===== config.mk =====
export PLATFORM = sky130hd
export DESIGN_NAME = sensor_field_crc8_assembler_unit_flat
export DESIGN_NICKNAME = d
export VERILOG_FILES = /design/src/sfca_pkg.sv /design/src/sfca_byte_if.sv /design/src/sensor_field_crc8_assembler_unit.sv /design/src/sfca_cfg_regs.sv /design/src/sfca_in_stage.sv /design/src/sfca_field_core.sv /design/src/flat_wrapper.sv
export VERILOG_INCLUDE_DIRS = /design/src /design/src/src
export SDC_FILE = /design/constraint.sdc
export NUM_CORES = 1
export LEC_CHECK = 0
export BUFFER_PORTS_ARGS = -buffer_cell sky130_fd_sc_hd__buf_2
export CELL_PAD_IN_SITES_DETAIL_PLACEMENT = 0
export CELL_PAD_IN_SITES_GLOBAL_PLACEMENT = 1
export CORE_ASPECT_RATIO = 0.5
export CORE_MARGIN = 3
export CORE_UTILIZATION = 43
export CTS_CLUSTER_DIAMETER = 50
export DETAILED_ROUTE_END_ITERATION = 12
export MAX_ROUTING_LAYER = met4
export PLACE_DENSITY = 0.8
export SETUP_SLACK_MARGIN = 0.3
export SKIP_CTS_REPAIR_TIMING = 1
export SLEW_MARGIN = 40
export SYNTH_ARGS = -nofsm -noshare
export SYNTH_HDL_FRONTEND = slang
export SYNTH_HIERARCHICAL = 1
export SYNTH_SLANG_ARGS = --single-unit

===== constraint.sdc =====
create_clock -name clk -period 6.7 [get_ports clk]
set_input_delay 0 -clock clk [delete_from_list [all_inputs] [get_ports clk]]
set_output_delay 0 -clock clk [all_outputs]
set_load 0.01 [all_outputs]

===== src/sensor_field_crc8_assembler_unit_assert.svh =====
// Assertion macros for the sensor field assembler.
// Depends on nothing; included by sfca_field_core, the one module that carries assertions.
`ifndef SENSOR_FIELD_CRC8_ASSEMBLER_UNIT_ASSERT_SVH
`define SENSOR_FIELD_CRC8_ASSEMBLER_UNIT_ASSERT_SVH

`ifndef SYNTHESIS
`define SFCA_ASSERT(lbl, clk, rst, prop) \
  lbl: assert property (@(posedge clk) disable iff (rst) prop) \
    else $error("sfca assertion failed");
`define SFCA_ASSERT_NEXT(lbl, clk, rst, ante, cons) \
  lbl: assert property (@(posedge clk) disable iff (rst) (ante) |=> (cons)) \
    else $error("sfca assertion failed");
`else
`define SFCA_ASSERT(lbl, clk, rst, prop)
`define SFCA_ASSERT_NEXT(lbl, clk, rst, ante, cons)
`endif

`endif


===== src/sfca_pkg.sv =====
// Package for the sensor field assembler: configuration types, register map and CRC step.
// Depends on nothing.
`timescale 1ns / 1ps
`default_nettype none

package sfca_pkg;

  localparam int ADDR_W = 5;
  localparam int DATA_W = 32;

  localparam logic [2:0] REG_FIELD_BYTES = 3'd0;
  localparam logic [2:0] REG_MSB_FIRST   = 3'd1;
  localparam logic [2:0] REG_CRC_ENABLE  = 3'd2;
  localparam logic [2:0] REG_CRC_TAPS    = 3'd3;
  localparam logic [2:0] REG_CRC_START   = 3'd4;

  localparam logic [2:0] RST_FIELD_BYTES = 3'd2;
  localparam logic       RST_MSB_FIRST   = 1'b1;
  localparam logic       RST_CRC_ENABLE  = 1'b0;
  localparam logic [7:0] RST_CRC_TAPS    = 8'h31;
  localparam logic [7:0] RST_CRC_START   = 8'hFF;

  typedef struct packed {
    logic [2:0] field_bytes;
    logic       msb_first;
    logic       crc_enable;
    logic [7:0] crc_taps;
    logic [7:0] crc_start;
  } cfg_t;

  typedef struct packed {
    logic [7:0] data_byte;
    logic       start_of_field;
  } item_t;

  function automatic logic [7:0] crc8_step(input logic [7:0] crc, input logic [7:0] b,
                                           input logic [7:0] poly);
    logic [7:0] c;
    c = crc ^ b;
    for (int i = 0; i < 8; i++) begin
      if (c[7]) begin
        c = {c[6:0], 1'b0} ^ poly;
      end else begin
        c = {c[6:0], 1'b0};
      end
    end
    return c;
  endfunction

endpackage

`default_nettype wire


===== src/sfca_byte_if.sv =====
// Channel interfaces: received bytes in, assembled field results out.
// Depends on nothing.
`timescale 1ns / 1ps
`default_nettype none

interface sfca_byte_if;
  logic       valid;
  logic       ready;
  logic [7:0] data_byte;
  logic       start_of_field;

  modport source (output valid, output data_byte, output start_of_field, input ready);
  modport sink (input valid, input data_byte, input start_of_field, output ready);
endinterface

interface sfca_result_if;
  logic        valid;
  logic        ready;
  logic [31:0] field_value;
  logic        check_passed;

  modport source (output valid, output field_value, output check_passed, input ready);
  modport sink (input valid, input field_value, input check_passed, output ready);
endinterface

`default_nettype wire


===== src/sensor_field_crc8_assembler_unit.sv =====
// Top level of the sensor field assembler with CRC-8 check.
// Depends on sfca_pkg, the channel interfaces, sfca_cfg_regs, sfca_in_stage and sfca_field_core.
//
// Accepts one received byte per clock cycle and emits one result per completed field: the
// assembled value (1 to MAX_BYTES data bytes, big- or little-endian) and a pass flag from an
// optional trailing CRC-8 byte. A byte passes through an input register and the field logic
// (one unrolled eight-step CRC update and the byte merge) into the result register; the byte that
// ends the field is registered in the input register and its result then in the result register.
// While each result is read as it appears, the sustained rate is one byte per cycle. A result
// that waits in the result register holds the next byte in the input register, and with it the
// input, until the result is read; the register frees in the cycle it is read. Configuration is
// written through the APB-style port at byte addresses 0 to 16.
`timescale 1ns / 1ps
`default_nettype none

module sensor_field_crc8_assembler_unit #(
  parameter int MAX_BYTES = 4
) (
  input  wire logic                         clk,
  input  wire logic                         rst,
  sfca_byte_if.sink                         byte_in,
  sfca_result_if.source                     result_out,
  input  wire logic                         psel,
  input  wire logic                         penable,
  input  wire logic                         pwrite,
  input  wire logic [sfca_pkg::ADDR_W-1:0]  paddr,
  input  wire logic [sfca_pkg::DATA_W-1:0]  pwdata,
  output logic      [sfca_pkg::DATA_W-1:0]  prdata,
  output logic                              pready
);

  sfca_pkg::cfg_t  cfg;
  sfca_pkg::item_t item;
  logic            item_valid;
  logic            take;

  sfca_cfg_regs u_cfg (
    .clk     (clk),
    .rst     (rst),
    .psel    (psel),
    .penable (penable),
    .pwrite  (pwrite),
    .paddr   (paddr),
    .pwdata  (pwdata),
    .prdata  (prdata),
    .pready  (pready),
    .cfg     (cfg)
  );

  sfca_in_stage u_in (
    .clk        (clk),
    .rst        (rst),
    .byte_in    (byte_in),
    .take       (take),
    .item_valid (item_valid),
    .item       (item)
  );

  sfca_field_core #(
    .MAX_BYTES (MAX_BYTES)
  ) u_core (
    .clk        (clk),
    .rst        (rst),
    .cfg        (cfg),
    .item_valid (item_valid),
    .item       (item),
    .take       (take),
    .result_out (result_out)
  );

endmodule

`default_nettype wire


===== src/sfca_cfg_regs.sv =====
// APB-style configuration registers of the sensor field assembler.
// Depends on sfca_pkg.
`timescale 1ns / 1ps
`default_nettype none

module sfca_cfg_regs (
  input  wire logic                         clk,
  input  wire logic                         rst,
  input  wire logic                         psel,
  input  wire logic                         penable,
  input  wire logic                         pwrite,
  input  wire logic [sfca_pkg::ADDR_W-1:0]  paddr,
  input  wire logic [sfca_pkg::DATA_W-1:0]  pwdata,
  output logic      [sfca_pkg::DATA_W-1:0]  prdata,
  output logic                              pready,
  output sfca_pkg::cfg_t                    cfg
);

  logic       wr_en;
  logic [2:0] reg_idx;

  assign pready  = 1'b1;
  assign wr_en   = psel && penable && pwrite;
  assign reg_idx = paddr[4:2];

  always_ff @(posedge clk) begin
    if (rst) begin
      cfg.field_bytes <= sfca_pkg::RST_FIELD_BYTES;
      cfg.msb_first   <= sfca_pkg::RST_MSB_FIRST;
      cfg.crc_enable  <= sfca_pkg::RST_CRC_ENABLE;
      cfg.crc_taps    <= sfca_pkg::RST_CRC_TAPS;
      cfg.crc_start   <= sfca_pkg::RST_CRC_START;
    end else if (wr_en) begin
      unique case (reg_idx)
        sfca_pkg::REG_FIELD_BYTES: cfg.field_bytes <= pwdata[2:0];
        sfca_pkg::REG_MSB_FIRST:   cfg.msb_first   <= pwdata[0];
        sfca_pkg::REG_CRC_ENABLE:  cfg.crc_enable  <= pwdata[0];
        sfca_pkg::REG_CRC_TAPS:    cfg.crc_taps    <= pwdata[7:0];
        sfca_pkg::REG_CRC_START:   cfg.crc_start   <= pwdata[7:0];
        default: ;
      endcase
    end
  end

  always_comb begin
    unique case (reg_idx)
      sfca_pkg::REG_FIELD_BYTES: prdata = {29'd0, cfg.field_bytes};
      sfca_pkg::REG_MSB_FIRST:   prdata = {31'd0, cfg.msb_first};
      sfca_pkg::REG_CRC_ENABLE:  prdata = {31'd0, cfg.crc_enable};
      sfca_pkg::REG_CRC_TAPS:    prdata = {24'd0, cfg.crc_taps};
      sfca_pkg::REG_CRC_START:   prdata = {24'd0, cfg.crc_start};
      default:                   prdata = '0;
    endcase
  end

endmodule

`default_nettype wire


===== src/sfca_in_stage.sv =====
// Input register of the sensor field assembler: holds one received byte until the core takes it.
// Depends on sfca_pkg and sfca_byte_if.
`timescale 1ns / 1ps
`default_nettype none

module sfca_in_stage (
  input  wire logic      clk,
  input  wire logic      rst,
  sfca_byte_if.sink      byte_in,
  input  wire logic      take,
  output logic           item_valid,
  output sfca_pkg::item_t item
);

  assign byte_in.ready = !item_valid || take;

  always_ff @(posedge clk) begin
    if (rst) begin
      item_valid <= 1'b0;
    end else if (byte_in.ready) begin
      item_valid <= byte_in.valid;
    end
  end

  always_ff @(posedge clk) begin
    if (byte_in.valid && byte_in.ready) begin
      item.data_byte      <= byte_in.data_byte;
      item.start_of_field <= byte_in.start_of_field;
    end
  end

endmodule

`default_nettype wire


===== src/sfca_field_core.sv =====
// Field state, CRC-8 update, value assembly and result register of the sensor field assembler.
// Depends on sfca_pkg, sfca_result_if and the assertion macro header.
`timescale 1ns / 1ps
`default_nettype none
`include "sensor_field_crc8_assembler_unit_assert.svh"

module sfca_field_core #(
  parameter int MAX_BYTES = 4
) (
  input  wire logic            clk,
  input  wire logic            rst,
  input  wire sfca_pkg::cfg_t  cfg,
  input  wire logic            item_valid,
  input  wire sfca_pkg::item_t item,
  output logic                 take,
  sfca_result_if.source        result_out
);

  localparam int POS_W = $clog2(MAX_BYTES + 1);

  logic [POS_W-1:0] byte_position, byte_position_next;
  logic [7:0]       running_crc, running_crc_next;
  logic [31:0]      value_accumulator, value_accumulator_next;

  logic             o_valid;
  logic [31:0]      o_value;
  logic             o_passed;

  logic [POS_W-1:0] len;
  logic [POS_W-1:0] pos;
  logic [POS_W-1:0] pos_inc;
  logic [7:0]       crc_base;
  logic [31:0]      acc_base;
  logic [31:0]      acc_new;
  logic             emit;
  logic [31:0]      emit_value;
  logic             emit_passed;
  logic [7:0]       b;

  assign take = item_valid && (!o_valid || result_out.ready);
  assign b    = item.data_byte;

  always_comb begin
    if (cfg.field_bytes == 3'd0) begin
      len = POS_W'(1);
    end else if (int'(cfg.field_bytes) > MAX_BYTES) begin
      len = POS_W'(MAX_BYTES);
    end else begin
      len = POS_W'(cfg.field_bytes);
    end
  end

  always_comb begin
    byte_position_next     = byte_position;
    running_crc_next       = running_crc;
    value_accumulator_next = value_accumulator;
    emit                   = 1'b0;
    emit_value             = value_accumulator;
    emit_passed            = 1'b1;
    pos                    = item.start_of_field ? '0 : byte_position;
    crc_base               = running_crc;
    acc_base               = value_accumulator;
    acc_new                = value_accumulator;
    pos_inc                = '0;

    if (pos >= len && cfg.crc_enable) begin
      emit                = 1'b1;
      emit_value          = value_accumulator;
      emit_passed         = (running_crc == b);
      byte_position_next  = '0;
    end else begin
      if (pos >= len) begin
        pos = '0;
      end
      if (pos == '0) begin
        crc_base = cfg.crc_start;
        acc_base = '0;
      end
      running_crc_next = sfca_pkg::crc8_step(crc_base, b, cfg.crc_taps);
      if (cfg.msb_first) begin
        acc_new = {acc_base[23:0], b};
      end else if (int'(pos) < 4) begin
        acc_new = acc_base | (32'(b) << {pos, 3'b000});
      end else begin
        acc_new = acc_base;
      end
      value_accumulator_next = acc_new;
      pos_inc = pos + POS_W'(1);
      if (pos_inc >= len && !cfg.crc_enable) begin
        emit               = 1'b1;
        emit_value         = acc_new;
        emit_passed        = 1'b1;
        byte_position_next = '0;
      end else begin
        byte_position_next = pos_inc;
      end
    end
  end

  always_ff @(posedge clk) begin
    if (rst) begin
      byte_position     <= '0;
      running_crc       <= '0;
      value_accumulator <= '0;
    end else if (take) begin
      byte_position     <= byte_position_next;
      running_crc       <= running_crc_next;
      value_accumulator <= value_accumulator_next;
    end
  end

  always_ff @(posedge clk) begin
    if (rst) begin
      o_valid <= 1'b0;
    end else if (take) begin
      o_valid <= emit;
    end else if (result_out.ready) begin
      o_valid <= 1'b0;
    end
  end

  always_ff @(posedge clk) begin
    if (take && emit) begin
      o_value  <= emit_value;
      o_passed <= emit_passed;
    end
  end

  assign result_out.valid        = o_valid;
  assign result_out.field_value  = o_value;
  assign result_out.check_passed = o_passed;

  `SFCA_ASSERT(a_pos_in_range, clk, rst, int'(byte_position) <= MAX_BYTES)
  `SFCA_ASSERT(a_result_from_item, clk, rst, $rose(o_valid) |-> $past(take))
  `SFCA_ASSERT(a_fail_needs_crc, clk, rst, (o_valid && !o_passed) |-> cfg.crc_enable)
  `SFCA_ASSERT_NEXT(a_stall_holds_state, clk, rst, !take, $stable(byte_position))

endmodule

`default_nettype wire

===== src/flat_wrapper.sv =====
// flat-port wrapper written by rule: the top's interface ports become plain ports
module sensor_field_crc8_assembler_unit_flat 
#(
  parameter int MAX_BYTES = 4
)
  (clk, rst, psel, penable, pwrite, paddr, pwdata, prdata, pready, byte_in_valid, byte_in_data_byte, byte_in_start_of_field, byte_in_ready, result_out_valid, result_out_field_value, result_out_check_passed, result_out_ready);
  sfca_byte_if byte_in_i ();
  sfca_result_if result_out_i ();
  input  wire logic clk;
  input  wire logic rst;
  input  wire logic psel;
  input  wire logic penable;
  input  wire logic pwrite;
  input  wire logic [sfca_pkg::ADDR_W-1:0] paddr;
  input  wire logic [sfca_pkg::DATA_W-1:0] pwdata;
  output logic      [sfca_pkg::DATA_W-1:0] prdata;
  output logic pready;
  input wire logic [$bits(byte_in_i.valid)-1:0] byte_in_valid;
  input wire logic [$bits(byte_in_i.data_byte)-1:0] byte_in_data_byte;
  input wire logic [$bits(byte_in_i.start_of_field)-1:0] byte_in_start_of_field;
  output wire logic [$bits(byte_in_i.ready)-1:0] byte_in_ready;
  output wire logic [$bits(result_out_i.valid)-1:0] result_out_valid;
  output wire logic [$bits(result_out_i.field_value)-1:0] result_out_field_value;
  output wire logic [$bits(result_out_i.check_passed)-1:0] result_out_check_passed;
  input wire logic [$bits(result_out_i.ready)-1:0] result_out_ready;
  assign byte_in_i.valid = byte_in_valid;
  assign byte_in_i.data_byte = byte_in_data_byte;
  assign byte_in_i.start_of_field = byte_in_start_of_field;
  assign byte_in_ready = byte_in_i.ready;
  assign result_out_valid = result_out_i.valid;
  assign result_out_field_value = result_out_i.field_value;
  assign result_out_check_passed = result_out_i.check_passed;
  assign result_out_i.ready = result_out_ready;
  sensor_field_crc8_assembler_unit #(.MAX_BYTES(MAX_BYTES)) u_core (.clk(clk), .rst(rst), .byte_in(byte_in_i), .result_out(result_out_i), .psel(psel), .penable(penable), .pwrite(pwrite), .paddr(paddr), .pwdata(pwdata), .prdata(prdata), .pready(pready));
endmodule

==> results.md <==
Run status:
- The run finished with clean final reports.

Timing:
- Setup violations remaining at the end of the flow were counted as 0.
- Static timing analysis puts the maximum clock frequency at 0.167 GHz.
- For the pin with the worst max-slew slack, the measured transition is 0.709 ns.
- The worst-case setup margin in the final layout is 0.703 ns.
- The worst-case clock skew is 0.00935 ns.
- After layout, the minimum clock period comes to 6.00 ns.
- The accumulated negative setup slack is 0 ns.
- The final number of hold-violating endpoints is 0.
- Dividing the final minimum period by the clock period gives 89.5%.
- The max-slew headroom at the worst pin is 52.7%.
- Setup repair after global routing left no endpoint under its margin.
- The number of max-slew violations in the final report was 0.

Final layout:
- The leading cell type in the layout, fill and taps excluded is sky130_fd_sc_hd__nor2_1.
- The sequential standard cell area is 2580 um^2.
- The share of cells above drive strength 1 is 16.1%.
- Relative to the synthesized area, the layout overhead comes to 13.1%.
- The number of antenna cells inserted is 0.
- For this run, the share of the core covered by cells in the final layout is 50.6%.
- The library cells used most frequently in the layout, excluding fill and tap cells, are 123 x sky130_fd_sc_hd__nor2_1, 69 x sky130_fd_sc_hd__buf_2, 65 x sky130_fd_sc_hd__dfxtp_1.
- The filler cells instantiated in the layout total 1491.
- The area of combinational cells with multiple inputs is 4080 um^2.
- At the end of the flow, the number of nets in the layout was 919.

Die:
- The floorplan step defined a die boundary enclosing 17900 um^2.
- The floorplan step defined a core boundary enclosing 15700 um^2.
- The die is 186 um wide.
- The count of pins on the block boundary is 121.
- The die is 96.2 um tall.
- The initialized floorplan defines 32 standard-cell rows.
- The initial core utilization is 44.7%.

Setup path:
- The slowest stage of the critical path belongs to the cell sky130_fd_sc_hd__xnor3_1.
- The setup path with the least slack is of type flop to flop.
- The largest incremental delay on the critical path is 0.46 ns.
- The signal on the critical path passes through nand2b_1 -> ha_1 -> nand2b_1 -> a21o_1 -> a21o_1 -> nor2_2 -> nand2_1 -> ha_1 -> o31a_1 -> o211ai_1 -> and2_1 -> nor4_1 -> a311oi_1 -> o311a_1 -> and3_4 -> or3b_1 -> a31oi_4 -> buf_4 -> or3b_1 -> mux2i_1 -> xnor3_1 -> a21o_1 -> a311oi_2.
- At the worst endpoint, the arrival time is 6.26 ns.
- The cell with the most instances on the worst path is sky130_fd_sc_hd__a21o_1.
- The critical path starts at u_core/u_in/item[0].
- The type of element launching the critical path is a flop.
- The highest net fanout along the worst path is 12.
- The number of cell instances on the worst register-to-register path is 23.
- The worst register-to-register path ends at u_core/u_core/running_crc[3].
- The critical path data required time is 6.97 ns.
- The internal reg-to-reg setup slack is 0.70 ns.
- The startpoint identified for the worst register-to-register timing path is u_core/u_in/item[0].
- The type of destination of the critical path is a flop.
- The critical path ends at u_core/u_core/running_crc[3].

Logic synthesis:
- Yosys mapped a number of flops with a built-in enable equal to 42.
- The synthesized area per cell is 8.69 um^2.
- The synthesized netlist contains 86 unique library cells.
- The number of warnings printed during yosys synthesis is 6.
- Counting flops with an async set or reset pin after synthesis yields a share of 0%.
- The number of flip-flops and latches in the synthesized netlist is 108.
- The dominant synthesized flop cell is sky130_fd_sc_hd__dfxtp_1.
- After synthesis the cells add up to 7000 um^2.
- Of the synthesized area, sequential elements account for 36.9%.
- The post-synthesis instance total is 806.

GRT:
- The number of antenna violations at the first check in global routing is 0.
- The number of global-route vias before repair is 5343.
- The total overflow left after global routing is 0.
- The global-route usage over all layers is 20.2%.
- The maximum number of pins on one net before global-route repair is 88.
- The first global-routing pass estimated 28300 um of wire.

Clock network:
- The clock latency of the later-clocked register in the worst-skew pair is 0.35 ns.
- The count of clock tree sinks is 108.
- CTS built an H-tree with a depth of 3.
- No sink is reached through more buffers than the 2 on the longest clock path.
- The clock tree root driver cell is sky130_fd_sc_hd__clkbuf_16.
- Clock-pin slew was measured on the worst setup and hold paths at 0.07 ns.
- The number of CTS-inserted buffers is 9.
- The CTS tree is done.

Detailed routing:
- In this run, the number of DRC markers left after iteration 0 of detailed routing was 485.
- Dividing the detail-routed via count by the number of cells gives 5.57.
- Summed over all layers, the routed wires come to 18000 um.
- In the routed design, unresolved DRC markers number 0.
- The detailed-route via count is 6039.
- After detailed routing, the average wire length per cell comes to 16.6 um.
- The remaining number of nets flagged by the antenna check after routing is 0.
- The number of iterations in the first detailed-routing pass is 5.

Place:
- The number of buffers added on ports is 69.
- OpenSTA, run right after detailed placement, puts the worst setup slack at 0.526 ns.
- Routability-driven placement finished with a final weighted congestion of 0.846.
- Detailed placement finished with a half-perimeter wire length of 12200 um.

Flow run:
- The max-cap violation count is 0.

Worst hold path:
- The min-delay analysis places its worst path in the category primary input to flop.

Power:
- For this design the ratio of total power to cell area is 223 nW/um^2.
- The leakage power figure is 0.00291 uW.
- VDD sags by at most 0.131 mV.
## critical path, delay by kind of cell, from the launching register on
family / cells / cell delay [ns]
and+or+nand+nor: 9 / 2.15
buffers and inverters: 1 / 0.21
AOI/OAI and AO/OA: 9 / 1.95
adders and majority gates: 2 / 0.52
muxes: 1 / 0.17
xor gates and xnor gates: 1 / 0.46
DFF: 1 / 0.44
## layout make-up
cell class | count | area share (%)
clock buffer | 10 | 2.89
clock inverter | 6 | 0.584
inverter | 16 | 0.758
multi-input combinational | 620 | 51.4
sequential | 108 | 32.6
tap | 221 | 3.49
timing repair buffer | 103 | 8.23
## logic make-up after synthesis
family | synth area share (%)
AO/OA/AOI/OAI | 22.6
XOR/XNOR | 6.66
adder cells (fa/ha/maj) | 1.43
buffers and inverters | 7.27
flip-flops | 36.9
multiplexers | 4.29
other | 0.107
AND/OR/NAND/NOR | 20.7
## synth_stat cells, types with 5 or more instances
cell,count,area (um^2)
sky130_fd_sc_hd__a211oi_1,26,195
sky130_fd_sc_hd__a311oi_1,5,43.8
sky130_fd_sc_hd__xnor2_1,43,377
sky130_fd_sc_hd__a21o_1,8,60.1
sky130_fd_sc_hd__o211ai_1,5,37.5
sky130_fd_sc_hd__nor2b_1,9,56.3
sky130_fd_sc_hd__clkbuf_1,44,165
sky130_fd_sc_hd__and2_1,6,37.5
sky130_fd_sc_hd__nor3b_1,5,37.5
sky130_fd_sc_hd__edfxtp_1,42,1260
sky130_fd_sc_hd__nor2_1,126,473
sky130_fd_sc_hd__nand2b_1,25,156
sky130_fd_sc_hd__a21oi_1,58,290
sky130_fd_sc_hd__a22oi_1,34,255
sky130_fd_sc_hd__and3_1,5,31.3
sky130_fd_sc_hd__ha_1,8,100
sky130_fd_sc_hd__a22o_1,14,123
sky130_fd_sc_hd__nor3_1,13,65.1
sky130_fd_sc_hd__nand4_1,7,43.8
sky130_fd_sc_hd__inv_1,16,60.1
sky130_fd_sc_hd__buf_4,28,210
sky130_fd_sc_hd__buf_2,8,40.0
sky130_fd_sc_hd__o21ai_0,17,85.1
sky130_fd_sc_hd__nand3_1,22,110
sky130_fd_sc_hd__dfxtp_1,66,1320
sky130_fd_sc_hd__mux2i_1,30,300
sky130_fd_sc_hd__nand2_1,43,161
## how the worst min path moves through the flow
stage	from	end	slack (ns)	cells past startpoint
2_1_floorplan	rst	u_core/u_in/item_valid	0.06	1
3_3_place_gp	byte_in_data_byte[6]	u_core/u_in/item[7]	0.18	1
3_5_place_dp	byte_in_data_byte[0]	u_core/u_in/item[1]	0.18	1
4_1_cts	byte_in_data_byte[0]	u_core/u_in/item[1]	-0.18	1
5_1_grt	paddr[3]	u_core/u_cfg/cfg[17]	0.11	3
6_report	paddr[3]	u_core/u_cfg/cfg[17]	0.10	3
## through the flow
step | total power [uW] | cell area (um^2) | std cells | hold slack [ns]
final | 1760 | 7920 | 1084 | 0.101
after global routing | 1860 | 7920 | 1084 | 0.111
after CTS | 1720 | 7650 | 1060 | -0.179
after detailed placement | 1210 | 7370 | 1044 | 0.181
after global placement | 1210 | 7350 | 1044 | 0.179
after floorplan | 1140 | 7090 | 829 | 0.0624
## metal layers
layer | global-route usage [%] | vias to the layer above | wire length, um
met5 | - | - | 0
met4 | 5.03 | 0 | 314
met3 | 3.60 | 26 | 1060
met2 | 33.0 | 203 | 8270
met1 | 26.4 | 2856 | 8380
li1 | - | 2954 | -
## where the power goes
group | leakage [uW] | total, uW | switching [uW] | internal, uW
logic | 0.00184 | 500 | 286 | 214
clock network | 0.000135 | 504 | 247 | 257
registers | 0.000928 | 759 | 36.5 | 722
total | 0.00291 | 1760 | 570 | 1190
## state kept, by name (all words and copies together), names as in the netlist
signal                                 count
u_core/u_core/byte_position                3
u_core/u_core/value_accumulator           32
u_core/u_in/item                           9
u_core/u_cfg/cfg                          21
u_core/u_in/item_valid                     1
u_core/u_core/result_out.valid             1
u_core/u_core/result_out.field_value      32
u_core/u_core/running_crc                  8
u_core/u_core/result_out.check_passed      1
Power figures use the tool's default switching activity.
